==> src/usf_pkg.sv <==
package usf_pkg;

    localparam int CFG_DIM_W  = 11;
    localparam int EPS_W      = 16;
    localparam int SAMPLE_W   = 18;
    localparam int VAL_W      = 17;
    localparam int KEY_W      = 42;
    localparam int CIDX_W     = 20;
    localparam int KEY_SHIFT  = 24;
    localparam int CFG_ADDR_W = 2;

    localparam logic [CFG_ADDR_W-1:0] REG_IMAGE_WIDTH  = 2'd0;
    localparam logic [CFG_ADDR_W-1:0] REG_IMAGE_HEIGHT = 2'd1;
    localparam logic [CFG_ADDR_W-1:0] REG_TIE_EPSILON  = 2'd2;

    localparam logic [CFG_DIM_W-1:0] WIDTH_RESET   = 11'd1024;
    localparam logic [CFG_DIM_W-1:0] HEIGHT_RESET  = 11'd1024;
    localparam logic [EPS_W-1:0]     EPSILON_RESET = 16'd1;

    localparam logic [VAL_W-1:0] ONE_VALUE = 17'd65536;
    // -2^38 as a 42-bit two's complement word
    localparam logic [KEY_W-1:0] KEY_MIN   = 42'h3C000000000;
    // 2^38, headroom below zero before the key saturates
    localparam logic [40:0]      KEY_SLACK = 41'h04000000000;

    typedef enum logic [1:0] {
        KIND_VERTEX = 2'd0,
        KIND_HEDGE  = 2'd1,
        KIND_VEDGE  = 2'd2,
        KIND_FACE   = 2'd3
    } cell_kind_t;

    typedef struct packed {
        cell_kind_t         kind;
        logic               last;
        logic [VAL_W-1:0]   mval;
    } cell_ctl_t;

    function automatic logic [VAL_W-1:0] clamp_sample(input logic signed [SAMPLE_W-1:0] s);
        logic [VAL_W-1:0] r;
        if (s[SAMPLE_W-1]) begin
            r = '0;
        end else if (s > $signed({1'b0, ONE_VALUE})) begin
            r = ONE_VALUE;
        end else begin
            r = s[VAL_W-1:0];
        end
        return r;
    endfunction

    function automatic logic [VAL_W-1:0] min_val(input logic [VAL_W-1:0] a,
                                                 input logic [VAL_W-1:0] b);
        return (a < b) ? a : b;
    endfunction

endpackage

==> src/usf_key_pipe.sv <==
module usf_key_pipe #(
    parameter int IDX_W = 20,
    parameter int GID_W = 23
) (
    input  logic                             aclk,
    input  logic                             aresetn,
    input  logic                             adv,
    input  logic                             c1_valid,
    input  usf_pkg::cell_ctl_t               c1_ctl,
    input  logic [IDX_W-1:0]                 c1_idx,
    input  logic [GID_W-1:0]                 base_h,
    input  logic [GID_W-1:0]                 base_v,
    input  logic [GID_W-1:0]                 base_f,
    input  logic [usf_pkg::EPS_W-1:0]        eps,
    output logic                             m_valid,
    output logic [1:0]                       m_cell_kind,
    output logic [usf_pkg::CIDX_W-1:0]       m_cell_index,
    output logic signed [usf_pkg::KEY_W-1:0] m_cell_key,
    output logic [usf_pkg::VAL_W-1:0]        m_corner_min,
    output logic                             m_last_of_pixel
);

    localparam int PROD_W = usf_pkg::EPS_W + GID_W;
    localparam int EXT_W  = (PROD_W > usf_pkg::KEY_W) ? PROD_W : usf_pkg::KEY_W;

    logic                          c2_valid_reg;
    usf_pkg::cell_ctl_t            c2_ctl_reg;
    logic [IDX_W-1:0]              c2_idx_reg;
    logic [GID_W-1:0]              c2_gid1_reg;

    logic                          c3_valid_reg;
    usf_pkg::cell_ctl_t            c3_ctl_reg;
    logic [IDX_W-1:0]              c3_idx_reg;
    logic [PROD_W-1:0]             c3_prod_reg;

    logic                          out_valid_reg;
    logic [1:0]                    out_kind_reg;
    logic [usf_pkg::CIDX_W-1:0]    out_idx_reg;
    logic [usf_pkg::KEY_W-1:0]     out_key_reg;
    logic [usf_pkg::VAL_W-1:0]     out_min_reg;
    logic                          out_last_reg;

    logic [GID_W-1:0]              base_sel;
    logic [GID_W-1:0]              gid1_next;
    logic [PROD_W-1:0]             prod_next;
    logic [EXT_W-1:0]              scaled;
    logic [EXT_W-1:0]              thresh;
    logic [EXT_W-1:0]              prod_ext;
    logic                          sat;
    logic [usf_pkg::KEY_W-1:0]     key_next;

    always_comb begin
        case (c1_ctl.kind)
            usf_pkg::KIND_HEDGE: base_sel = base_h;
            usf_pkg::KIND_VEDGE: base_sel = base_v;
            usf_pkg::KIND_FACE:  base_sel = base_f;
            default:             base_sel = '0;
        endcase
    end

    assign gid1_next = GID_W'(c1_idx) + base_sel + GID_W'(1);
    assign prod_next = PROD_W'(eps) * PROD_W'(c2_gid1_reg);

    assign scaled   = EXT_W'({c3_ctl_reg.mval, {usf_pkg::KEY_SHIFT{1'b0}}});
    assign thresh   = scaled + EXT_W'(usf_pkg::KEY_SLACK);
    assign prod_ext = EXT_W'(c3_prod_reg);
    assign sat      = prod_ext > thresh;
    assign key_next = sat ? usf_pkg::KEY_MIN : usf_pkg::KEY_W'(scaled - prod_ext);

    always_ff @(posedge aclk) begin
        if (!aresetn) begin
            c2_valid_reg  <= 1'b0;
            c3_valid_reg  <= 1'b0;
            out_valid_reg <= 1'b0;
        end else if (adv) begin
            c2_valid_reg  <= c1_valid;
            c3_valid_reg  <= c2_valid_reg;
            out_valid_reg <= c3_valid_reg;
        end
    end

    always_ff @(posedge aclk) begin
        if (adv) begin
            c2_ctl_reg   <= c1_ctl;
            c2_idx_reg   <= c1_idx;
            c2_gid1_reg  <= gid1_next;
            c3_ctl_reg   <= c2_ctl_reg;
            c3_idx_reg   <= c2_idx_reg;
            c3_prod_reg  <= prod_next;
            out_kind_reg <= c3_ctl_reg.kind;
            out_idx_reg  <= usf_pkg::CIDX_W'(c3_idx_reg);
            out_key_reg  <= key_next;
            out_min_reg  <= c3_ctl_reg.mval;
            out_last_reg <= c3_ctl_reg.last;
        end
    end

    assign m_valid         = out_valid_reg;
    assign m_cell_kind     = out_kind_reg;
    assign m_cell_index    = out_idx_reg;
    assign m_cell_key      = $signed(out_key_reg);
    assign m_corner_min    = out_min_reg;
    assign m_last_of_pixel = out_last_reg;

endmodule

==> config.mk <==
export PLATFORM = sky130hd
export DESIGN_NAME = usf_key_pipe
export DESIGN_NICKNAME = d
export VERILOG_FILES = /design/src/usf_pkg.sv /design/src/usf_key_pipe.sv
export SDC_FILE = /design/constraint.sdc
export NUM_CORES = 1
export LEC_CHECK = 0
export ABC_AREA = 1
export ABC_CLOCK_PERIOD_IN_PS = 8590
export BUFFER_PORTS_ARGS = -buffer_cell sky130_fd_sc_hd__clkbuf_2
export CORE_UTILIZATION = 46
export CTS_BUF_LIST = sky130_fd_sc_hd__clkbuf_16
export DETAILED_ROUTE_END_ITERATION = 10
export GPL_ROUTABILITY_DRIVEN = 0
export MAX_ROUTING_LAYER = met4
export SLEW_MARGIN = 40
export SYNTH_ARGS = -nofsm -noshare
export SYNTH_HDL_FRONTEND = slang
export SYNTH_SLANG_ARGS = --single-unit
export TNS_END_PERCENT = 50
==> constraint.sdc <==
create_clock -name aclk -period 8.59 [get_ports aclk]
set_clock_uncertainty 0.05 [all_clocks]
set_input_delay 1.718 -clock aclk [delete_from_list [all_inputs] [get_ports aclk]]
set_output_delay 1.718 -clock aclk [all_outputs]
set_load 0.03 [all_outputs]
==> Word level (Yosys, flattened, before mapping) <==
Cells that the tools add are included.
{ "totals": {"input_bits": 129, "out_inout_bits": 83, "ff_bits": 227} }
{ "classes": {"n_mux": 1, "multipliers": 1, "eq_ne": 3, "n_lt_le_gt_ge": 1, "n_addsub": 4} }
{ "op_table": {"columns": ["operator", "count"], "rows": [
  ["$pmux W23 S3", 1],
  ["$add A41 B39 Y42 const B", 1],
  ["$gt A39 B42 Y1", 1],
  ["$sub A41 B39 Y42", 1],
  ["$mul A16 B23 Y39", 1],
  ["$add A20 B23 Y23", 1],
  ["$add A23 B1 Y23 const B", 1],
  ["$eq A2 B2 Y1 const B", 2],
  ["$eq A2 B1 Y1 const B", 1]
]} }

==> Logic depth before layout (Yosys ltp) <==
Gate-level depths: netlist (run 1).
{ "logic_depth": {"ltp_word": 4, "mapped_depth": 29} }

==> Worst setup path after synthesis (run 1) <==
OpenSTA, ideal clock, no wires.
{ "synth_timing": {"kind": "input port to flip-flop", "startpoint": "input eps[6] in the netlist's numbering", "endpoint": "register c3_prod_reg[38], data pin", "arrival_ns": 6.456, "cell_stages": 26, "path_buffers": 1, "slack_ns": 1.832, "cell_sequence": "clkbuf_1 > nand2_1 > fa_1 > inv_1 > fa_1 > inv_1 > fa_1 > inv_1 > fa_1 > fa_1 > inv_1 > fa_1 > inv_1 > ha_1 > nand2_1 > inv_1 > nand2_1 > nand2_1 > inv_1 > nand2_1 > nand2_1 > nand3_1 > nand2_1 > nand2_1 > nand2_1 > nand2_1"} }
{ "synth_via": {"elab_chain_cells": 1} }
{ "synth_rtl": {"columns": ["item", "line", "text"], "rows": [
  ["start, declared", "usf_key_pipe.sv:14", "input logic [usf_pkg::EPS_W-1:0] eps,"],
  ["$mul A16 B23 Y39", "usf_key_pipe.sv:62", "assign prod_next = PROD_W'(eps) * PROD_W'(c2_gid1_reg);"],
  ["via prod_next[38]", "usf_key_pipe.sv:45", "logic [PROD_W-1:0] prod_next;"],
  ["end signal, assigned", "usf_key_pipe.sv:89", "c3_prod_reg <= prod_next;"],
  ["end, declared", "usf_key_pipe.sv:34", "logic [PROD_W-1:0] c3_prod_reg;"]
]} }
The timed path passes the listed nets, and every way through them passes these cells.
A chain may end at the register's enable or synchronous reset.

==> Worst setup path after layout (run 1) <==
{ "layout_timing": {"startpoint": "input eps[4] in the netlist's numbering", "endpoint": "register c3_prod_reg[38], data pin"} }
Same word-level chain as after synthesis.

==> results of run 1 <==
logic make-up (layout without fill, tap and decap cells):
logic type / after synthesis / count (layout) / share of synthesized area (%)
DFF: 227 / 227 / 28.2
xor gates and xnor gates: 56 / 56 / 2.04
buffers and inverters: 821 / 1002 / 13.0
adders and majority gates: 455 / 455 / 32.8
other: 0 / 2 / 0
AOI/OAI and AO/OA: 125 / 125 / 2.80
and+or+nand+nor: 1228 / 1228 / 21.2
routing by layer:
layer | vias to the layer above | part of all wire, % | global-route usage, %
met2 | 501 | 50 | 40.6
met3 | 80 | 5.1 | 2.47
met5 | - | 0 | -
li1 | 8956 | - | -
met1 | 9026 | 43 | 29.9
met4 | 0 | 2.2 | 4.88
final cells by class:
cell class | count | area share [%]
flip-flops and latches | 227 | 25.5
diodes | 2 | 0.0188
multi-input cells | 1864 | 53.3
repair buffers | 225 | 4.52
well taps | 680 | 3.20
clock buffers | 25 | 2.35
inverters | 734 | 10.4
clock inverters | 18 | 0.640
synth_stat cells (3+ instances only):
cell	n
a21oi_1	72
a22oi_1	3
a31oi_1	3
and2_1	5
clkbuf_1	84
dfxtp_1	3
edfxtp_1	224
fa_1	293
ha_1	162
inv_1	728
inv_2	3
nand2_1	881
nand2_2	8
nand3_1	95
nand3b_1	7
nand4_1	9
nor2_1	163
nor2_2	5
nor2_4	28
nor3_1	16
o21a_1	3
o21ai_0	33
o21bai_1	8
xnor2_1	8
xor2_1	48
worst max-delay path: stages:
cell and delay, ns:
clkbuf_2 0.46, nand2_1 0.16, fa_1 0.61, inv_1 0.06, fa_1 0.47, inv_1 0.05, fa_1 0.53, inv_1 0.07
fa_1 0.47, fa_1 0.52, inv_1 0.05, fa_1 0.51, inv_1 0.06, ha_1 0.36, a21oi_1 0.30, o21ai_0 0.17
nand2_1 0.10, nand2_1 0.07, a21oi_1 0.18, nand2_1 0.08, nand2_1 0.06, nand2_1 0.06
final timing paths:
kind	from	to	slack [ns]
min reg2reg	c2_ctl_reg[8]	c3_ctl_reg[8]	0.36
max reg2reg	c2_gid1_reg[20]	c3_prod_reg[38]	2.52
min	c2_ctl_reg[8]	c3_ctl_reg[8]	0.36
max	eps[4]	c3_prod_reg[38]	1.71
per-stage QoR:
stage	util, %	cell area (sq um)
after floorplan	-	24100
after global placement	49.9	25700
after detailed placement	50.0	25700
after CTS	51.5	26500
after global routing	51.6	26600
final	51.6	26600
==> results.sh, run 1 <==
export IMPL_vias_per_cell=4.92
export IMPL_area_delta_synth_final_pct=10.3
export IMPL_grt_overflow=0
export IMPL_grt_pass1_vias=18800
export IMPL_wire_per_inst_um=15.7
export IMPL_grt_pass1_wl_um=96700
export IMPL_hold_viol=0
export IMPL_die_area_sq_mm=0.0533
export IMPL_io_buffers=211
export IMPL_maxSlewHeadroom_pct=42.2
export IMPL_clock_sinks=227
export IMPL_coreArea_sq_mm=0.0515
export IMPL_synth_seq_cells=227
export IMPL_layout_setup_ws_ns=1.71
export IMPL_cts_hold_buf=0
export IMPL_largest_register_ffs=42
export IMPL_syn_nets=3496
export IMPL_postSynthAreaPerCell_sq_um=8.27
export IMPL_multi_input_area_sq_mm=0.0142
export IMPL_most_common_layout_cells="nand2_1 (881), inv_1 (734), fa_1 (293)"
export IMPL_yosys_top_cells_area="edfxtp_1 (28%), fa_1 (24%), nand2_1 (14%)"
export IMPL_synth_edf_count=224
export IMPL_totalWireLength_um=59400
export IMPL_finalCritPeriodShare_pct=80.1
export IMPL_clk_pin_slew_ns=0.06
export IMPL_antenna_found_initial=2
export IMPL_fillers=4926
export IMPL_root_buffer="clkbuf_16"
export IMPL_cts_setup_buffers=0
export IMPL_fin_nets=3660
export IMPL_required_ns=8.82
export IMPL_ys_seq_area_share_pct=28.2
export IMPL_yosysUniqueCellTypes=40
export IMPL_dr_total_vias=18600
export IMPL_ctsResizeCount=0
export IMPL_dr_pass1_iters=6
export IMPL_drv_cap=0
export IMPL_seq_area_sq_mm=0.00679
export IMPL_final_cells=3775
export IMPL_min_path_type="reg2reg"
export IMPL_first_iter_violations=1089
export IMPL_dieWidth_um=231
export IMPL_dp_cells=3727
export IMPL_rsz0062_at_grt="no"
export IMPL_worstPathArrival_ns=7.11
export IMPL_netlist_area_sq_mm=0.0241
export IMPL_die_h_um=231
export IMPL_ys_warnings_count=0
export IMPL_critPathMaxFanout=23
export IMPL_grt_max_degree=90
export IMPL_period_minus_slack_ns=6.88
export IMPL_yosysTopAreaCellShare_pct=27.9
export IMPL_path_class="in2reg"
export IMPL_drive_gt1_share_pct=10.1
export IMPL_reg2reg_depth=21
export IMPL_fin_tns_setup_ns=0
export IMPL_synth_cells=2912
export IMPL_hold_slack_ns=0.356
export IMPL_track_usage_pct=23.5
export IMPL_dpl_hpwl_um=48900
export IMPL_cts_buffer_depth=3
export IMPL_clkLatencyLatePin_ns=0.54
export IMPL_final_common_cell="nand2_1"
export IMPL_slew_violations=0
export IMPL_cts_made_buffers=24
export IMPL_drtAntennaViolNets=0
export IMPL_yosysTopAreaCell="edfxtp_1"
export IMPL_h_tree_depth=1
export IMPL_async_flop_share_pct=0
export IMPL_synth_ff_type="edfxtp_1"
export IMPL_start_kind="primary input"
export IMPL_cp_end_kind="flip-flop"
export IMPL_initial_core_util_pct=46.8
export IMPL_cts_tree="done"
export IMPL_run_status="finished, final reports clean"
export IMPL_pre_cts_ws_ns=1.21
export IMPL_drcViolationCount=0
export IMPL_io_pins=212
export IMPL_rows=83
export IMPL_setup_viol=0
export IMPL_fmax_mhz=145
export IMPL_worstMarginPinSlew_ns=0.867
export IMPL_holdPathStages=0
Power of run 1 is not shown: default switching activity piles up to over one toggle a cycle in this logic, so the estimate is an artifact.
==> run 2, diff against run 1 <==
- ABC_AREA: 1 -> 0
- ABC_CLOCK_PERIOD_IN_PS: 8590 -> 6910
- clock period: 8.59 -> 6.91 ns (I/O delays scaled with it)
==> results.sh, run 2 <==
export IMPL_run_status="finished, violations left"
export IMPL_violations="design-rule violations"
export IMPL_die_h_um=220
export IMPL_hold_slack_ns=0.363
export IMPL_drcViolationCount=15
export IMPL_antenna_found_initial=1
export IMPL_grt_max_degree=110
export IMPL_largest_register_ffs=42
export IMPL_cts_buffer_depth=3
export IMPL_io_buffers=211
export IMPL_cts_hold_buf=0
export IMPL_min_from="c2_ctl_reg[18]"
export IMPL_path_class="in2reg"
export IMPL_rows=79
export IMPL_dr_total_vias=15100
export IMPL_vias_per_cell=5.04
export IMPL_rrSetupSlack_ns=0.30
export IMPL_area_delta_synth_final_pct=18.2
export IMPL_drive_gt1_share_pct=20.9
export IMPL_cts_made_buffers=25
export IMPL_drtAntennaViolNets=0
export IMPL_clkLatencyLatePin_ns=0.53
export IMPL_critPathMaxFanout=5
export IMPL_worstSetupPathDepth=25
export IMPL_clk_pin_slew_ns=0.06
export IMPL_synth_cells=2072
export IMPL_finalCritPeriodShare_pct=98.8
export IMPL_cp_end_kind="flip-flop"
export IMPL_slew_violations=0
export IMPL_synth_edf_count=224
export IMPL_track_usage_pct=21.5
export IMPL_path_delay_family="adder cells"
export IMPL_yosys_top_cells_area="edfxtp_1 (31%), fa_1 (27%), ha_1 (9.3%)"
export IMPL_worstMarginPinSlew_ns=0.756
export IMPL_worstPathArrival_ns=7.05
export IMPL_min_path_type="reg2reg"
export IMPL_synth_most_common_cell="inv_1"
export IMPL_required_ns=7.14
export IMPL_h_tree_depth=1
export IMPL_r2r_start="c2_gid1_reg[5]"
export IMPL_fillers=4074
export IMPL_grt_overflow=0
export IMPL_dieWidth_um=220
export IMPL_first_iter_violations=791
export IMPL_root_buffer="clkbuf_16"
export IMPL_fin_tns_setup_ns=0
export IMPL_synth_seq_cells=227
export IMPL_ys_warnings_count=0
export IMPL_start_kind="primary input"
export IMPL_coreArea_sq_mm=0.0468
export IMPL_die_area_sq_mm=0.0484
export IMPL_critPathBufInv=8
export IMPL_synth_ff_type="edfxtp_1"
export IMPL_netlist_area_sq_mm=0.0219
export IMPL_grt_pass1_vias=16000
export IMPL_async_flop_share_pct=0
export IMPL_synth_common_cells="inv_1 (372), fa_1 (293), nand2_1 (249)"
export IMPL_totalWireLength_um=48700
export IMPL_dp_cells=2944
export IMPL_yosysTopAreaCellShare_pct=30.7
export IMPL_reg2reg_depth=22
export IMPL_hold_viol=0
export IMPL_drv_cap=0
export IMPL_final_common_cell="inv_1"
export IMPL_crit_slowest_cell="fa_1"
export IMPL_grt_pass1_wl_um=80700
export IMPL_fin_nets=2957
export IMPL_initial_core_util_pct=46.8
export IMPL_most_common_layout_cells="inv_1 (369), fa_1 (282), nand2_1 (241)"
export IMPL_wire_per_inst_um=16.2
export IMPL_postSynthAreaPerCell_sq_um=10.6
export IMPL_rsz0062_at_grt="yes"
export IMPL_syn_nets=2656
export IMPL_crit_top_cell="fa_1"
export IMPL_yosysTopAreaCell="edfxtp_1"
export IMPL_dr_pass1_iters=9
export IMPL_setup_viol=0
export IMPL_clock_sinks=227
export IMPL_period_minus_slack_ns=6.82
export IMPL_fmax_mhz=147
export IMPL_io_pins=212
export IMPL_yosysUniqueCellTypes=67
export IMPL_reg2reg_to="c3_prod_reg[35]"
export IMPL_ys_seq_area_share_pct=31.0
export IMPL_dpl_hpwl_um=40300
export IMPL_cts_tree="done"
export IMPL_maxSlewHeadroom_pct=49.6
export IMPL_holdPathStages=0
export IMPL_hold_end="c3_ctl_reg[18]"
export IMPL_final_cells=3000
export IMPL_critPathMaxStageDelay_ns=0.56
-- run 2: cell count changes after synthesis, sizes merged, moves of 9 or more --
cell / before / now
nand3: 98 / 13
o21ai: 33 / 24
nor2b: 0 / 16
nand2: 891 / 250
inv: 732 / 372
a21o: 1 / 46
nor2: 196 / 83
o21a: 3 / 12
mux2: 0 / 23
and2: 5 / 163
xnor2: 8 / 47
a22o: 1 / 20
nand2b: 0 / 9
-- run 2: worst max-delay path by stage --
| stage | startpoint | slack, ns | end |
|---|---|---|---|
| after global placement | eps[6] | -0.56 | c3_prod_reg[38] |
| after CTS | eps[6] | 0.01 | c3_prod_reg[38] |
| after detailed placement | eps[6] | -0.64 | c3_prod_reg[34] |
| after global routing | eps[4] | -0.09 | c3_prod_reg[38] |
| final | eps[4] | 0.09 | c3_prod_reg[38] |
| after floorplan | eps[1] | -0.20 | c3_prod_reg[38] |
-- run 2: cells by family after synthesis --
family / Yosys count / synth area share (%)
mux: 27 / 1.37
compound gates: 227 / 7.13
xor+xnor: 88 / 3.52
fa+ha+maj: 455 / 36.1
buf+inv: 458 / 7.86
simple gates: 590 / 13.0
flops: 227 / 31.0
-- run 2: cell type report --
class / instances / area [sq um] / area share (%)
flip-flops and latches: 227 / 6790 / 26.2
inverters: 372 / 1400 / 5.40
well taps: 607 / 759 / 2.94
clock buffers: 25 / 626 / 2.42
diodes: 1 / 2.50 / 0.00968
clock inverters: 21 / 149 / 0.576
repair buffers: 360 / 2460 / 9.52
multi-input cells: 1387 / 13700 / 52.9
-- run 2: through the flow --
step | cell area [sq um] | setup WS, ns | util [%]
floorplan | 22200 | -0.201 | -
global placement | 24700 | -0.565 | 52.8
detailed placement | 24700 | -0.636 | 52.8
finish | 25900 | 0.0855 | 55.3
CTS | 25500 | 0.0125 | 54.6
global route | 25900 | -0.0878 | 55.3
-- run 2: what timing repair did --
item | 4_1_cts | 5_1_grt
gates resized for setup | 5 | 84
buffers inserted | 4 | 2
gates cloned | 0 | 2
endpoints found under the setup margin | 3 | 11
pin swaps | 9 | 53
-- run 2: routing by layer --
metal	vias up	wire length, um	global-route usage, %	part of all wire [%]
met2	370	22600	34.4	46
li1	7229	-	-	-
met5	-	0	-	0
met3	41	2730	3.49	5.6
met1	7467	22600	28.9	46
met4	0	875	4.44	1.8
Power of run 2 is left out for the same reason.
