`config.mk`:
```
export PLATFORM = sky130hd
export DESIGN_NAME = usf_cell_seq
export DESIGN_NICKNAME = d
export VERILOG_FILES = /design/src/usf_pkg.sv /design/src/usf_cell_seq.sv
export SDC_FILE = /design/constraint.sdc
export NUM_CORES = 1
export LEC_CHECK = 0
export BUFFER_PORTS_ARGS = -buffer_cell sky130_fd_sc_hd__buf_2
export CAP_MARGIN = 20
export CORE_AREA = 5 5 133 135
export CTS_BUF_LIST = sky130_fd_sc_hd__clkbuf_8
export CTS_CLUSTER_SIZE = 24
export DETAILED_ROUTE_END_ITERATION = 6
export DIE_AREA = 0 0 138 140
export PLACE_DENSITY = 0.84
export SKIP_LAST_GASP = 1
export SYNTH_ARGS = -nofsm -noshare
export SYNTH_HDL_FRONTEND = slang
export SYNTH_SLANG_ARGS = --single-unit
```
`constraint.sdc`:
```
create_clock -name aclk -period 7 [get_ports aclk]
set_input_delay 0.7 -clock aclk [delete_from_list [all_inputs] [get_ports aclk]]
set_output_delay 0.7 -clock aclk [all_outputs]
set_load 0.05 [all_outputs]
```
`src/usf_pkg.sv`:
```
package usf_pkg;

    localparam int CFG_DIM_W  = 11;
    localparam int EPS_W      = 16;
    localparam int SAMPLE_W   = 18;
    localparam int VAL_W      = 17;
    localparam int KEY_W      = 42;
    localparam int CIDX_W     = 20;
    localparam int KEY_SHIFT  = 24;
    localparam int CFG_ADDR_W = 2;

    localparam logic [CFG_ADDR_W-1:0] REG_IMAGE_WIDTH  = 2'd0;
    localparam logic [CFG_ADDR_W-1:0] REG_IMAGE_HEIGHT = 2'd1;
    localparam logic [CFG_ADDR_W-1:0] REG_TIE_EPSILON  = 2'd2;

    localparam logic [CFG_DIM_W-1:0] WIDTH_RESET   = 11'd1024;
    localparam logic [CFG_DIM_W-1:0] HEIGHT_RESET  = 11'd1024;
    localparam logic [EPS_W-1:0]     EPSILON_RESET = 16'd1;

    localparam logic [VAL_W-1:0] ONE_VALUE = 17'd65536;
    // -2^38 as a 42-bit two's complement word
    localparam logic [KEY_W-1:0] KEY_MIN   = 42'h3C000000000;
    // 2^38, headroom below zero before the key saturates
    localparam logic [40:0]      KEY_SLACK = 41'h04000000000;

    typedef enum logic [1:0] {
        KIND_VERTEX = 2'd0,
        KIND_HEDGE  = 2'd1,
        KIND_VEDGE  = 2'd2,
        KIND_FACE   = 2'd3
    } cell_kind_t;

    typedef struct packed {
        cell_kind_t         kind;
        logic               last;
        logic [VAL_W-1:0]   mval;
    } cell_ctl_t;

    function automatic logic [VAL_W-1:0] clamp_sample(input logic signed [SAMPLE_W-1:0] s);
        logic [VAL_W-1:0] r;
        if (s[SAMPLE_W-1]) begin
            r = '0;
        end else if (s > $signed({1'b0, ONE_VALUE})) begin
            r = ONE_VALUE;
        end else begin
            r = s[VAL_W-1:0];
        end
        return r;
    endfunction

    function automatic logic [VAL_W-1:0] min_val(input logic [VAL_W-1:0] a,
                                                 input logic [VAL_W-1:0] b);
        return (a < b) ? a : b;
    endfunction

endpackage

```
`src/usf_cell_seq.sv`:
```
module usf_cell_seq #(
    parameter int YC_W  = 10,
    parameter int WX_W  = 11,
    parameter int IDX_W = 20
) (
    input  logic                         aclk,
    input  logic                         aresetn,
    input  logic                         adv,
    input  logic                         load,
    input  logic [usf_pkg::VAL_W-1:0]    in_cur,
    input  logic                         in_has_h,
    input  logic                         in_has_v,
    input  logic [IDX_W-1:0]             in_p,
    input  logic [YC_W-1:0]              in_y,
    input  logic [WX_W-1:0]              w_eff,
    input  logic [usf_pkg::VAL_W-1:0]    above,
    output logic                         pix_done,
    output logic                         c1_valid,
    output usf_pkg::cell_ctl_t           c1_ctl,
    output logic [IDX_W-1:0]             c1_idx
);

    logic                          s1_valid_reg;
    usf_pkg::cell_kind_t           kind_reg;
    logic [usf_pkg::VAL_W-1:0]     cur_reg;
    logic                          has_h_reg;
    logic                          has_v_reg;
    logic [IDX_W-1:0]              p_reg;
    logic [YC_W-1:0]               y_reg;
    logic [usf_pkg::VAL_W-1:0]     left_reg;
    logic [usf_pkg::VAL_W-1:0]     ul_reg;

    logic                          c1_valid_reg;
    usf_pkg::cell_ctl_t            c1_ctl_reg;
    logic [IDX_W-1:0]              c1_idx_reg;

    usf_pkg::cell_kind_t           kind_next;
    logic                          last_now;
    logic [usf_pkg::VAL_W-1:0]     above_m;
    logic [IDX_W-1:0]              idx_now;
    logic [usf_pkg::VAL_W-1:0]     mval_now;
    logic [IDX_W-1:0]              w_ext;
    logic [IDX_W-1:0]              y_ext;

    assign above_m = has_v_reg ? above : '0;
    assign w_ext   = IDX_W'(w_eff);
    assign y_ext   = IDX_W'(y_reg);

    always_comb begin
        kind_next = kind_reg;
        last_now  = 1'b1;
        idx_now   = p_reg;
        mval_now  = cur_reg;
        unique case (kind_reg)
            usf_pkg::KIND_VERTEX: begin
                idx_now  = p_reg;
                mval_now = cur_reg;
                if (has_h_reg) begin
                    kind_next = usf_pkg::KIND_HEDGE;
                    last_now  = 1'b0;
                end else if (has_v_reg) begin
                    kind_next = usf_pkg::KIND_VEDGE;
                    last_now  = 1'b0;
                end
            end
            usf_pkg::KIND_HEDGE: begin
                idx_now  = p_reg - y_ext - IDX_W'(1);
                mval_now = usf_pkg::min_val(left_reg, cur_reg);
                if (has_v_reg) begin
                    kind_next = usf_pkg::KIND_VEDGE;
                    last_now  = 1'b0;
                end
            end
            usf_pkg::KIND_VEDGE: begin
                idx_now  = p_reg - w_ext;
                mval_now = usf_pkg::min_val(above_m, cur_reg);
                if (has_h_reg) begin
                    kind_next = usf_pkg::KIND_FACE;
                    last_now  = 1'b0;
                end
            end
            usf_pkg::KIND_FACE: begin
                idx_now  = p_reg - w_ext - y_ext;
                mval_now = usf_pkg::min_val(usf_pkg::min_val(ul_reg, above_m),
                                            usf_pkg::min_val(left_reg, cur_reg));
            end
        endcase
    end

    assign pix_done = !s1_valid_reg || last_now;

    always_ff @(posedge aclk) begin
        if (!aresetn) begin
            s1_valid_reg <= 1'b0;
            kind_reg     <= usf_pkg::KIND_VERTEX;
            left_reg     <= '0;
            ul_reg       <= '0;
            c1_valid_reg <= 1'b0;
        end else if (adv) begin
            c1_valid_reg <= s1_valid_reg;
            if (s1_valid_reg && last_now) begin
                left_reg <= cur_reg;
                ul_reg   <= above_m;
            end
            if (load) begin
                s1_valid_reg <= 1'b1;
                kind_reg     <= usf_pkg::KIND_VERTEX;
            end else if (last_now) begin
                s1_valid_reg <= 1'b0;
            end else begin
                kind_reg     <= kind_next;
            end
        end
    end

    always_ff @(posedge aclk) begin
        if (load) begin
            cur_reg   <= in_cur;
            has_h_reg <= in_has_h;
            has_v_reg <= in_has_v;
            p_reg     <= in_p;
            y_reg     <= in_y;
        end
        if (adv) begin
            c1_ctl_reg.kind <= kind_reg;
            c1_ctl_reg.last <= last_now;
            c1_ctl_reg.mval <= mval_now;
            c1_idx_reg      <= idx_now;
        end
    end

    assign c1_valid = c1_valid_reg;
    assign c1_ctl   = c1_ctl_reg;
    assign c1_idx   = c1_idx_reg;

endmodule

```
# Word level (Yosys, flattened, before mapping)
# Cells that the tools add are included.
dict set report word_totals {
  regBits 127
  in_bits 81
  out_inout_bits 42
  elab_cells 55
}
dict set report op_classes {
  n_addsub 4
  order_cmp 4
  n_eq_ne 5
  mux 19
  reduce_logical 9
}
# op n
set op_table {}
lappend op_table {{two-way mux 17 bit} 5}
lappend op_table {{case mux 20 bit (4 select lines)} 1}
lappend op_table {{less-than comparator 17 bit} 4}
lappend op_table {{case mux 17 bit (4 select lines)} 1}
lappend op_table {{subtractor 20 x 10 -> 20 bit} 2}
lappend op_table {{subtractor 20 x 1 -> 20 bit (second input constant)} 1}
lappend op_table {{subtractor 20 x 11 -> 20 bit} 1}
lappend op_table {{two-way mux 2 bit} 5}
lappend op_table {{case mux 2 bit (3 select lines)} 1}
lappend op_table {{two-way mux 1 bit} 5}
lappend op_table {{== test 2 bit (second input constant)} 2}
lappend op_table {{AND reduction 2 bit} 2}
lappend op_table {{AND reduction 4 bit} 1}
lappend op_table {{nonzero test 4 bit} 1}
lappend op_table {{inequality test 3 bit (second input constant)} 1}
lappend op_table {{case mux 1 bit (3 select lines)} 1}
lappend op_table {{== test 2 x 1 -> 1 bit (second input constant)} 1}
lappend op_table {{zero test 2 bit} 1}
lappend op_table {{inequality test 2 bit (second input constant)} 1}
lappend op_table {{nonzero test 2 bit} 1}
lappend op_table {{logical AND 1 bit} 1}
lappend op_table {{zero test 1 bit} 1}
lappend op_table {{logical OR 1 bit} 1}

# Depth between registers and ports, before layout
# Gate-level depths: netlist of run 1.
dict set report depth {
  ltp_word 6
  depth_mapped 24
  depth_no_buf 19
}

# Worst setup path after synthesis of run 1
# No wires, ideal clock.
dict set report synth_timing {
  path_kind {register to register}
  startpoint {reg has_v_reg}
  endpoint {reg c1_ctl_reg (netlist bit c1_ctl[10]), data pin}
  t_arrival_ps 4819
  path_slack_ps 1920
  stages_incl_launch_ff 23
  n_path_buf 6
  period_less_slack_ps 5080
  cell_sequence {edfxtp_1 > clkbuf_1 > clkbuf_1 > nand2_1 > ha_1 > a21oi_1 > a21oi_1 > a211oi_1 > a21o_1 > a21o_1 > buf_2 > buf_2 > mux2i_1 > inv_1 > ha_1 > a2111oi_0 > a21oi_1 > a31oi_1 > or3b_1 > buf_6 > buf_8 > a22oi_2 > o21ai_2}
}
dict set report synth_between {
  elab_chain_cells 6
  elab_cells_between_ends 8
  classes_between {order compare (3); mux (5)}
}
# element line
set synth_lines {}
lappend synth_lines {{start: declaration} usf_cell_seq.sv:27} ;# logic has_v_reg;
lappend synth_lines {{start signal: assignment} usf_cell_seq.sv:120} ;# has_v_reg <= in_has_v;
lappend synth_lines {{two-way mux 17 bit (*)} usf_cell_seq.sv:45} ;# assign above_m = has_v_reg ? above : '0;
lappend synth_lines {{less-than comparator 17 bit} usf_pkg.sv:53} ;# return (a < b) ? a : b;
lappend synth_lines {{two-way mux 17 bit} usf_pkg.sv:53}
lappend synth_lines {{less-than comparator 17 bit} usf_pkg.sv:53}
lappend synth_lines {{two-way mux 17 bit} usf_pkg.sv:53}
lappend synth_lines {{case mux 17 bit (4 select lines) (*)} usf_cell_seq.sv:54} ;# unique case (kind_reg)
lappend synth_lines {{net mval_now (one bit)} usf_cell_seq.sv:41} ;# logic [usf_pkg::VAL_W-1:0] mval_now;
lappend synth_lines {{end: declaration} usf_cell_seq.sv:34} ;# usf_pkg::cell_ctl_t c1_ctl_reg;
# Mark *: on every way through the listed nets, which the timed path passes. The rest lies on a longest branch.
# A chain may end at the register's enable or synchronous reset.

# Worst setup path in the final report of run 1
dict set report layout_timing {
  startpoint {reg has_v_reg}
  endpoint {reg c1_ctl_reg (netlist bit c1_ctl[2]), data pin}
}
# Same word-level chain as after synthesis.

==> results of run 1 <==
## synthesized netlist by cell type, drive strengths merged, types with 4 or more instances
library cell / count
o22ai: 4
o221ai: 8
nand2b: 5
nor2: 80
clkbuf: 38
mux2i: 35
a31oi: 10
edfxtp: 89
a21boi: 22
nor2b: 7
buf: 11
ha: 99
a21o: 18
nand2: 119
a2111oi: 5
o21a: 9
a21oi: 67
nor3: 19
a22oi: 39
or3: 5
dfxtp: 38
a32oi: 4
o32a: 16
nand4: 10
o21ai: 86
xor2: 6
nand3: 38
a222oi: 6
a211o: 6
xnor2: 28
inv: 94
and2: 22
o31ai: 4
a211oi: 7
or2: 4
## stage by stage
step,total power (uW),util
6_report,2400,0.676
5_1_grt,2510,0.676
4_1_cts,2400,0.676
3_5_place_dp,1620,0.647
3_3_place_gp,1600,0.647
2_1_floorplan,1440,-
## per-layer routing
layer | up-vias | wire [microns] | share of wire
li1 | 4252 | - | -
met1 | 4121 | 11000 | 0.40
met2 | 504 | 13100 | 0.48
met3 | 72 | 2520 | 0.092
met4 | 0 | 822 | 0.030
met5 | - | 0 | 0
## cells in the final DEF (no fill, tap or decap), drive strengths merged, types with 6 or more instances in the layout
cell type / count
inv: 95
bufinv: 6
nor2b: 7
a21o: 18
xnor2: 28
a22oi: 39
o32a: 16
clkbuf: 18
nand4: 10
a21boi: 22
and2: 22
buf: 135
o21a: 9
clkinv: 6
nor2: 80
nand3: 38
xor2: 6
o221ai: 8
dfxtp: 38
a222oi: 6
o21ai: 86
edfxtp: 89
nand2: 119
mux2i: 35
a21oi: 67
a211oi: 7
a31oi: 10
ha: 99
nor3: 19
a211o: 6
## where the power goes
part           leakage [uW]  internal [uW]  switching [uW]
sequential          0.00118            863            47.4
clock              0.000239            469             315
combinational       0.00355            252             457
total               0.00497           1580             820
## cell families after synthesis
| family | share of synthesized area |
|---|---|
| xor+xnor | 0.0304 |
| buf+inv | 0.0577 |
| simple gates | 0.150 |
| compound gates | 0.240 |
| flops | 0.350 |
| mux | 0.0384 |
| fa+ha+maj | 0.133 |
## layout make-up
type | count | share of cell area
tap | 220 | 0.0249
clock buffer | 18 | 0.0224
inverter | 95 | 0.0323
multi-input combinational | 827 | 0.524
timing repair buffer | 135 | 0.0641
clock inverter | 14 | 0.0215
sequential | 127 | 0.311
## worst max-delay path by stage
stage / endpoint / slack, ns / start / cells after the start
final: c1_ctl[2] / 0.84 / has_v_reg / 17
after global routing: c1_ctl[2] / 0.31 / has_v_reg / 17
after CTS: c1_ctl[2] / 0.92 / has_v_reg / 17
after detailed placement: c1_ctl[2] / 1.01 / has_v_reg / 18
after global placement: c1_ctl[2] / 1.24 / has_v_reg / 18
after floorplan: c1_ctl[10] / 1.92 / has_v_reg / 22
==> results.py, run 1 <==
metrics = {
    "clock_tree": {
        "htree_num_levels": 4,
        "cts.sinks": 127,
        "post_cts_buffers": 0,
        "tritoncts": "yes",
        "cts.path.max_buffers": 2,
        "clkSlewWorstSetupHoldPaths_ns": 0.08,
        "cts_buffers": 17,
        "cts.hold.buffers_added": 0,
        "ctsResizeCount": 0,
        "cts-root-buf": "clkbuf_8",
        "clk_latency_ns": 0.47,
    },
    "global_route": {
        "grt_pass1_wl_microns": 43600,
        "grt-ovfl-total": 0,
        "grt_use_met1": 0.352,
        "antenna_found_initial": 0,
        "grt_max_degree": 54,
        "use_met2": 0.462,
        "grt.total_usage": 0.276,
        "grt_pass1_vias": 8701,
        "top_usage_layer": "met2",
        "grt_use_met3": 0.0596,
    },
    "setup_path": {
        "r2r-start": "has_v_reg",
        "r2r_cells": 17,
        "crit_path_max_fanout": 21,
        "crit_type": "reg2reg",
        "worst-endpoint-arrival_ns": 6.46,
        "worst_setup_path_end_kind": "flip-flop",
        "critical_path.max_stage_delay_ns": 0.84,
        "crit_path_start_kind": "flip-flop",
        "slowest_stage": "edfxtp_1",
        "crit_family": "compound AO/OA/AOI/OAI gates",
        "crit_required_ns": 7.31,
        "crit_buf_inv": 2,
        "r2r_end": "c1_ctl[2]",
        "worstPathCellList": "nand2_1 -> ha_1 -> a211oi_1 -> nand3b_1 -> a31oi_1 -> a21o_1 -> buf_4 -> mux2i_1 -> inv_1 -> ha_1 -> a21o_1 -> a21oi_1 -> a21oi_1 -> a31oi_1 -> nand3_1 -> o32a_1 -> o21ai_0",
        "r2r_setup_slack_ns": 0.84,
    },
    "floorplanning": {
        "die-area_sq_um": 19300,
        "die_w_microns": 138,
        "io_pins": 123,
        "fp.dieH_microns": 140,
        "initial_core_util": 0.599,
        "core-area_sq_um": 16300,
        "placementRows": 47,
    },
    "logic_synthesis": {
        "synth-edff-count": 89,
        "yosys.area.top_type": "edfxtp_1",
        "ys_warn_count": 0,
        "ys_seq_elements": 127,
        "ys_seq_area_frac": 0.350,
        "netlist_instances": 1098,
        "synth_top_flop_cell": "edfxtp_1",
        "ys_async_sr_fraction": 0,
        "synth_area_leaders": "edfxtp_1 27%, ha_1 13%, dfxtp_1 7.8%, nand2_1 4.6%, o21ai_0 3.8%",
        "synthDistinctLibCells": 74,
        "synth_top_area_frac": 0.273,
        "synthesis.nets": 1281,
        "syn-cell-area_sq_um": 9800,
        "syn_area_per_cell_sq_um": 8.92,
    },
    "placement": {
        "dpl.hpwl_microns": 19500,
        "numPortBuffers": 122,
        "place_area_sq_um": 10600,
        "dp_slack_ns": 1.01,
        "gp_congestion": 0.946,
        "dp_cells": 1404,
    },
    "detailed_routing": {
        "wl_microns": 27500,
        "viasPerCell": 6.23,
        "drtPass1Iterations": 7,
        "wl_per_cell_microns": 19.1,
        "route.detailed.drc": 1,
        "drtIter0Drc": 1061,
        "ant_nets": 0,
        "vias": 8949,
    },
    "hold_path": {
        "whs_path_depth": 1,
        "min_from": "in_cur[1]",
        "worstHoldEndpoint": "cur_reg[1]",
        "hold_class": "in2reg",
    },
    "finish": {
        "nNetsFinal": 1386,
        "fin_area_sq_um": 11100,
        "instances_no_fill": 1436,
        "area.sequential_sq_um": 3430,
        "drive_gt1_frac": 0.169,
        "num-fill-cells": 1352,
        "num_antenna_cells": 0,
        "syn2layout_area_growth_pct": 12.9,
        "multi_input_area_sq_um": 5800,
    },
    "power": {
        "power.density_nw_per_um2": 217,
        "p_leak_uw": 0.00497,
        "max-vdd-ir-drop_v": 0.000152,
    },
    "timing": {
        "hold_slack_ns": 0.401,
        "setup-violations-final": 0,
        "rsz0062_at_grt": "false",
        "fin_ws_ns": 0.845,
        "min_period_ns": 6.16,
        "drv_slew": 0,
        "tns_ns": 0,
        "hold_violations": 0,
        "finClkSkew_ns": 0.0162,
        "tightest_slew_ns": 1.03,
        "fin_crit_sh": 0.879,
        "slew_headroom": 0.317,
        "timing.fmax_ghz": 0.162,
    },
    "job": {
        "maxCapViolations": 0,
    },
    "outcome": {
        "violations": "DRC",
        "status": "finished, violations left",
    },
}
(Power assumes the default switching activity.)
==> inputs of run 2 (changes only) <==
- ABC_AREA: not set -> 1
- CORE_AREA: 5 5 133 135 -> 5 5 134 136
- DIE_AREA: 0 0 138 140 -> 0 0 139 141
==> run 2 against run 1 <==
Effect of this change:
- the flow now finishes without violations
- utilization decreased by 1.6 points
- count of clock-buffer cells in the layout unchanged
- sequential cell count did not move
- synthesized cell count up 26%
- die area increased by 1.4%
- largest power group is now combinational cells
- highest routed layer unchanged
==> results.py, run 2 <==
metrics = {
    "outcome": {
        "status": "finished, final reports clean",
    },
    "setup_path": {
        "crit_required_ns": 7.30,
        "crit_path_start_kind": "flip-flop",
        "r2r_cells": 19,
        "worst-endpoint-arrival_ns": 5.32,
        "worst_setup_path_end_kind": "flip-flop",
        "crit_path_max_fanout": 33,
        "crit_type": "reg2reg",
    },
    "clock_tree": {
        "clkSlewWorstSetupHoldPaths_ns": 0.08,
        "cts-root-buf": "clkbuf_8",
        "htree_num_levels": 4,
        "cts_buffers": 17,
        "ctsResizeCount": 0,
        "cts.hold.buffers_added": 0,
        "tritoncts": "yes",
        "clk_latency_ns": 0.47,
        "post_cts_buffers": 0,
        "cts.sinks": 127,
        "cts.path.max_buffers": 2,
    },
    "logic_synthesis": {
        "yosys.area.top_type": "edfxtp_1",
        "yosysMostFrequentCell": "nand2_1",
        "netlist_instances": 1379,
        "synthesis.nets": 1562,
        "yosys-top-cells-count": "322 x nand2_1, 191 x inv_1, 136 x a21oi_1",
        "synth_area_leaders": "edfxtp_1 27%, ha_1 13%, nand2_1 12%, dfxtp_1 7.7%, inv_1 7.2%",
        "synth-edff-count": 89,
        "synthDistinctLibCells": 46,
        "ys_seq_area_frac": 0.347,
        "ys_warn_count": 0,
        "syn_area_per_cell_sq_um": 7.18,
        "syn-cell-area_sq_um": 9900,
        "synth_top_area_frac": 0.270,
        "ys_seq_elements": 127,
        "synth_top_flop_cell": "edfxtp_1",
        "ys_async_sr_fraction": 0,
    },
    "timing": {
        "finClkSkew_ns": 0.0175,
        "setup-violations-final": 0,
        "timing.fmax_ghz": 0.199,
        "fin_ws_ns": 1.98,
        "hold_violations": 0,
        "slew_headroom": 0.273,
        "min_period_ns": 5.02,
        "tightest_slew_ns": 1.09,
        "fin_crit_sh": 0.717,
        "tns_ns": 0,
        "rsz0062_at_grt": "false",
        "drv_slew": 0,
    },
    "global_route": {
        "grt.total_usage": 0.279,
        "grt_max_degree": 70,
        "antenna_found_initial": 0,
        "grt_pass1_vias": 9032,
        "grt_pass1_wl_microns": 43800,
        "grt-ovfl-total": 0,
    },
    "detailed_routing": {
        "wl_per_cell_microns": 16.2,
        "wl_microns": 27900,
        "drtIter0Drc": 1082,
        "viasPerCell": 5.69,
        "ant_nets": 0,
        "route.detailed.drc": 0,
        "drtPass1Iterations": 6,
        "vias": 9790,
    },
    "placement": {
        "gp_congestion": 0.988,
        "dp_slack_ns": 2.06,
        "dpl.hpwl_microns": 20500,
        "numPortBuffers": 122,
    },
    "finish": {
        "num_antenna_cells": 0,
        "nNetsFinal": 1667,
        "final_core_util": 0.661,
        "final_common_cell": "nand2_1",
        "final_cell_mix": "322 x nand2_1, 191 x inv_1, 136 x a21oi_1",
        "drive_gt1_frac": 0.122,
        "syn2layout_area_growth_pct": 12.2,
    },
    "job": {
        "maxCapViolations": 0,
    },
    "floorplanning": {
        "die_w_microns": 139,
        "io_pins": 123,
        "initial_core_util": 0.589,
        "core-area_sq_um": 16800,
        "die-area_sq_um": 19600,
        "fp.dieH_microns": 141,
        "placementRows": 48,
    },
    "power": {
        "power.density_nw_per_um2": 270,
        "p_leak_uw": 0.00542,
        "max-vdd-ir-drop_v": 0.000167,
    },
    "hold_path": {
        "whs_path_depth": 1,
        "hold_class": "in2reg",
    },
}
run 2: where the power goes:
group          leakage [uW]  internal (uW)  switching, uW
sequential          0.00118            921           54.7
clock              0.000214            397            320
combinational       0.00402            382            926
total               0.00542           1700           1300
run 2: worst paths after layout:
check / from / endpoint / slack, ns
max: has_v_reg / c1_ctl[1] / 1.98
min: in_cur[10] / cur_reg[10] / 0.41
max reg2reg: has_v_reg / c1_ctl[1] / 1.98
min reg2reg: c1_valid / c1_valid / 0.47
run 2: stage by stage:
stage	total power (uW)	instances	hold WS, ns	instance area [sq um]
final	3000	1722	0.408	11100
after global routing	3180	1722	0.376	11100
after CTS	2970	1721	0.390	11100
after detailed placement	2260	1689	0.457	10700
after global placement	2230	1689	0.455	10700
after floorplan	1950	1379	0.448	9900
run 2: cell type report:
cell class / count / area [sq um]
multi-input combinational: 1017 / 5570
sequential: 127 / 3430
clock buffer: 18 / 248
timing repair buffer: 127 / 661
tap: 225 / 282
clock inverter: 14 / 190
fill: 1466 / 5710
inverter: 194 / 728
run 2: worst max-delay path, stage by stage (launching register included):
cell and delay (ns):
edfxtp_1 0.75, nand2_1 0.21, ha_1 0.34, nand2_1 0.07, inv_1 0.03, o21ai_0 0.14
a21oi_1 0.09, nor2_1 0.18, nand2_2 0.36, o21ai_0 0.49, inv_1 0.09, ha_1 0.32
a21oi_1 0.13, o21a_1 0.13, o221ai_1 0.13, a21oi_2 0.75, nand2_4 0.29, nand2_1 0.12
nand3_1 0.07, a21oi_1 0.17
run 2: cell families (layout without fill, tap and decap cells):
kind of cell / count (synthesis) / after routing / synth area share
AND/OR/NAND/NOR: 582 / 582 / 0.245
flip-flops: 127 / 127 / 0.347
buffers and inverters: 235 / 353 / 0.0916
adder cells (fa/ha/maj): 102 / 102 / 0.131
AO/OA/AOI/OAI: 324 / 324 / 0.178
XOR/XNOR: 9 / 9 / 0.00796
run 2: per-layer routing:
metal	GRT usage	routed length [microns]	vias to the layer above
met5	0	0	-
met4	0.125	1130	0
met3	0.0587	2250	92
met2	0.487	13400	447
met1	0.332	11100	4427
li1	-	-	4824
